==> src/sv/srpc_pkg.sv <==
// Package for the safe relative path checker: state structs and byte constants.
// Used by srpc_utf8, srpc_comp and the top level; depends on nothing.
`default_nettype none

package srpc_pkg;

    localparam logic [15:0] MAX_PATH_RESET = 16'd1024;
    localparam logic [15:0] COUNT_MAX      = 16'hffff;

    localparam logic [7:0] CH_SLASH  = 8'h2f;
    localparam logic [7:0] CH_BSLASH = 8'h5c;
    localparam logic [7:0] CH_DOT    = 8'h2e;
    localparam logic [7:0] CH_SPACE  = 8'h20;
    localparam logic [7:0] CH_COLON  = 8'h3a;

    localparam logic [20:0] CP_MAX      = 21'h10ffff;
    localparam logic [20:0] CP_SURR_LO  = 21'h00d800;
    localparam logic [20:0] CP_SURR_HI  = 21'h00dfff;
    localparam logic [20:0] CP_CTRL_LO  = 21'h00007f;
    localparam logic [20:0] CP_CTRL_HI  = 21'h00009f;
    localparam logic [20:0] CP_MIN_TWO  = 21'h000080;
    localparam logic [20:0] CP_MIN_THR  = 21'h000800;
    localparam logic [20:0] CP_MIN_FOUR = 21'h010000;

    typedef struct packed {
        logic [1:0]  pending;
        logic [1:0]  length;
        logic [20:0] acc;
    } utf8_state_t;

    typedef struct packed {
        logic [15:0] length;
        logic [7:0]  last_byte;
        logic [39:0] stem;
        logic [2:0]  stem_len;
        logic        closed;
    } comp_state_t;

endpackage

`default_nettype wire

==> src/sv/srpc_comp.sv <==
// Path component checker: tracks length, last byte and device-name stem.
// Depends on srpc_pkg.
`default_nettype none

module srpc_comp (
    input  wire logic [7:0]          byte_in,
    input  wire logic                is_last,
    input  wire srpc_pkg::comp_state_t cur,
    output srpc_pkg::comp_state_t    nxt,
    output logic                     fail
);
    import srpc_pkg::*;

    function automatic logic reserved_stem(input logic [39:0] s, input logic [2:0] len);
        logic dev;
        logic three;
        dev   = (s[23:0] == {"M", "O", "C"}) || (s[23:0] == {"T", "P", "L"});
        three = (s[23:0] == {"N", "O", "C"}) || (s[23:0] == {"N", "R", "P"}) ||
                (s[23:0] == {"X", "U", "A"}) || (s[23:0] == {"L", "U", "N"});
        case (len)
            3'd3:    reserved_stem = three;
            3'd4:    reserved_stem = dev && (s[31:24] >= "1") && (s[31:24] <= "9");
            3'd5:    reserved_stem = dev && (s[31:24] == 8'hc2) &&
                                     ((s[39:32] == 8'hb9) || (s[39:32] == 8'hb2) ||
                                      (s[39:32] == 8'hb3));
            default: reserved_stem = 1'b0;
        endcase
    endfunction

    function automatic logic end_bad(input comp_state_t c);
        end_bad = (c.length == 16'd0) || (c.last_byte == CH_SPACE) ||
                  (c.last_byte == CH_DOT) || reserved_stem(c.stem, c.stem_len);
    endfunction

    logic [7:0] upper;

    assign upper = ((byte_in >= "a") && (byte_in <= "z")) ? byte_in - 8'd32 : byte_in;

    always_comb
    begin
        nxt  = cur;
        fail = 1'b0;
        if (byte_in == CH_SLASH)
        begin
            fail = end_bad(cur);
            nxt  = '0;
        end
        else
        begin
            if (cur.length != COUNT_MAX)
            begin
                nxt.length = cur.length + 16'd1;
            end
            nxt.last_byte = byte_in;
            if (!cur.closed)
            begin
                if (byte_in == CH_DOT)
                begin
                    nxt.closed = 1'b1;
                end
                else if (cur.stem_len < 3'd5)
                begin
                    for (int i = 0; i < 5; i++)
                    begin
                        if (cur.stem_len == 3'(i))
                        begin
                            nxt.stem[8*i +: 8] = upper;
                        end
                    end
                    nxt.stem_len = cur.stem_len + 3'd1;
                end
                else
                begin
                    nxt.stem_len = 3'd6;
                end
            end
        end
        if (is_last && end_bad(nxt))
        begin
            fail = 1'b1;
        end
    end

endmodule

`default_nettype wire

==> config.mk <==
export PLATFORM = sky130hd
export DESIGN_NAME = srpc_comp
export DESIGN_NICKNAME = d
export VERILOG_FILES = /design/src/sv/srpc_pkg.sv /design/src/sv/srpc_comp.sv
export SDC_FILE = /design/constraint.sdc
export NUM_CORES = 1
export LEC_CHECK = 0
export ABC_CLOCK_PERIOD_IN_PS = 7900
export BUFFER_PORTS_ARGS = -buffer_cell sky130_fd_sc_hd__buf_2
export CAP_MARGIN = 20
export CELL_PAD_IN_SITES_DETAIL_PLACEMENT = 1
export CELL_PAD_IN_SITES_GLOBAL_PLACEMENT = 2
export CORE_MARGIN = 2
export CORE_UTILIZATION = 25
export DETAILED_ROUTE_END_ITERATION = 8
export PLACE_DENSITY_LB_ADDON = 0.25
export SLEW_MARGIN = 20
export SYNTH_ARGS = -nofsm -noshare
export SYNTH_HDL_FRONTEND = slang
export SYNTH_SLANG_ARGS = --single-unit
==> constraint.sdc <==
create_clock -name vclk -period 7.9
set_input_delay 1.58 -clock vclk [all_inputs]
set_output_delay 1.58 -clock vclk [all_outputs]
set_load 0.01 [all_outputs]
==> metrics.csv <==
metric,value,unit
status,"finished, final reports clean",
syn-cell-area,0.00285,mm²
yosysTopAreaCell,nor2_1,
drv_cap,0,
grt_pass1_vias,4282,
hold_depth,2,
yosysWarnings,0,
ctsResizeCount,0,
hold_viol_final,0,
fill_cells,1493,
drive_gt1_frac,0.289,
layout_worst_path_cycle_share,0.849,
fin_setup_tns,0,ps
fin_area,0.00365,mm²
path_max_fanout,9,
critical_path.max_stage_delay,800,ps
grtUsageTotal,0.242,
insertedDiodeCount,0,
p_leak,0.00155,µW
dieArea,0.0123,mm²
rsz0062_at_grt,false,
gp_congestion,0.966,
synth.distinct_cells,70,
vdd_drop_max,0.0164,mV
crit_path_start_kind,input port,
synth_commonest_cells,"nor2_1, nand2_1, a21oi_1",
critPathLaunch,cur[1],
maxSlewHeadroom,0.315,
drtIter0Drc,246,
grt_antenna_before_repair,0,
setup_slack,1190,ps
cts-hold-fix-buffers,0,
final_max_slew_viol_count,0,
max_freq,0.149,GHz
dp_hpwl,12700,µm
grt.overflow.total,0,
drc_errors,0,
synthCells,482,
synth_top_cell_area_share,0.0805,
fp.dieW,111,µm
crit_path_end_kind,output pin,
dr.pass1.iters,5,
fin_crit,6710,ps
area_delta_synth_final,28.4,%
core-area,0.0110,mm²
placed_area,0.00365,mm²
via_count,4322,
start_util,0.259,
io_pins,146,
ys_seq_area_frac,0,
vias_per_cell,5.85,
nClkBuffers,0,
min_path_type,input port to output pin,
worst-setup-path-type,input port to output pin,
synth_fp_nets,567,
post_drt_wl_per_cell,21.1,µm
syn_area_per_cell,5.90,µm²
nets,686,
seq_area,0,µm²
yosysMostFrequentCell,nor2_1,
grt_pass1_wl,24500,µm
port_buffers,146,
slowest_stage,a311oi_1,
setup_viol,0,
routed_wl,15600,µm
grt_max_degree,23,
num_rows,38,
required,6320,ps
hp-start,byte_in[7],
arrival,5130,ps
pre_cts_ws,1230,ps
die_y,111,µm
worstMarginPinSlew,1020,ps
ys_top_cells_by_area,"nor2_1, a21oi_1, nand2_1",
post_cts.repair.setup_buffers,0,
route.antenna.remaining_nets,0,
cp_cell_sequence,buf_2 > inv_1 > ha_1 > nor3b_1 > a21oi_1 > a311oi_1 > nand3_1 > or3b_2 > a2111oi_2 > o211ai_1 > a21oi_1 > buf_2,
flops_and_latches,0,
power.density,48.6,mW/mm²
## critical path, delay by kind of cell
| family | cells | cell delay, ps |
|---|---|---|
| compound gates | 5 | 1600 |
| fa+ha+maj | 1 | 270 |
| buf+inv | 3 | 410 |
| simple gates | 3 | 1260 |
## layer usage
metal,routed length [µm],track usage
met3,1130,0.0202
met1,7140,0.347
met5,0,0
met2,7170,0.407
met4,147,0.0250
## logic make-up (layout without fill, tap and decap cells)
kind of cell,Yosys count,in the layout,synth area share
and+or+nand+nor,261,261,0.497
AOI/OAI and AO/OA,142,142,0.329
buffers and inverters,54,171,0.0809
muxes,13,13,0.0457
adders and majority gates,8,8,0.0352
xor gates and xnor gates,4,4,0.0123
## path summary, 6_finish.rpt
| check | slack (ps) | end |
|---|---|---|
| worst max-delay path | 1190 | fail |
| worst min-delay path | 3450 | nxt[51] |
## power by group
part / leakage, µW / total (µW) / internal, µW / switching [µW]
sequential: 0 / 0 / 0 / 0
combinational: 0.00155 / 177 / 65.1 / 112
clock: 0 / 0 / 0 / 0
total: 0.00155 / 177 / 65.1 / 112
## cells in the final DEF (no fill, tap or decap), types with 3 or more instances in the layout
cell type / netlist / layout
a211oi_1: 9 / 9
a21o_1: 3 / 3
a21oi_1: 36 / 36
a31oi_1: 11 / 11
and2_1: 6 / 6
and3_1: 6 / 6
and4_1: 3 / 3
buf_2: 4 / 146
buf_4: 0 / 8
ha_1: 8 / 8
inv_1: 17 / 17
mux2i_1: 13 / 13
nand2_1: 47 / 47
nand2b_1: 4 / 4
nand3_1: 29 / 29
nand3b_1: 4 / 4
nand4_1: 18 / 18
nand4b_1: 5 / 5
nor2_1: 61 / 60
nor2b_1: 6 / 6
nor3_1: 18 / 18
nor3b_1: 14 / 14
nor4_1: 13 / 13
o21ai_0: 30 / 30
o22ai_1: 7 / 7
o311ai_0: 3 / 3
o31ai_1: 6 / 5
or2_2: 3 / 3
or3_1: 6 / 6
or3b_2: 4 / 4
xnor2_1: 4 / 4
## area by class of cell
class / instances / area, µm² / area share
inverters: 17 / 63.8 / 0.0175
repair buffers: 154 / 791 / 0.217
multi-input cells: 428 / 2620 / 0.718
well taps: 140 / 175 / 0.0480
## stage by stage
step | hold slack, ps | cells | total power (µW) | util
final | 3450 | 739 | 177 | 0.333
after global routing | 3460 | 739 | 193 | 0.333
after CTS | 3450 | 739 | 177 | 0.333
after detailed placement | 3450 | 739 | 176 | 0.333
after global placement | 3440 | 739 | 175 | 0.333
after floorplan | 3260 | 482 | 95.0 | -
No activity file was read; power rests on OpenSTA's default activity.
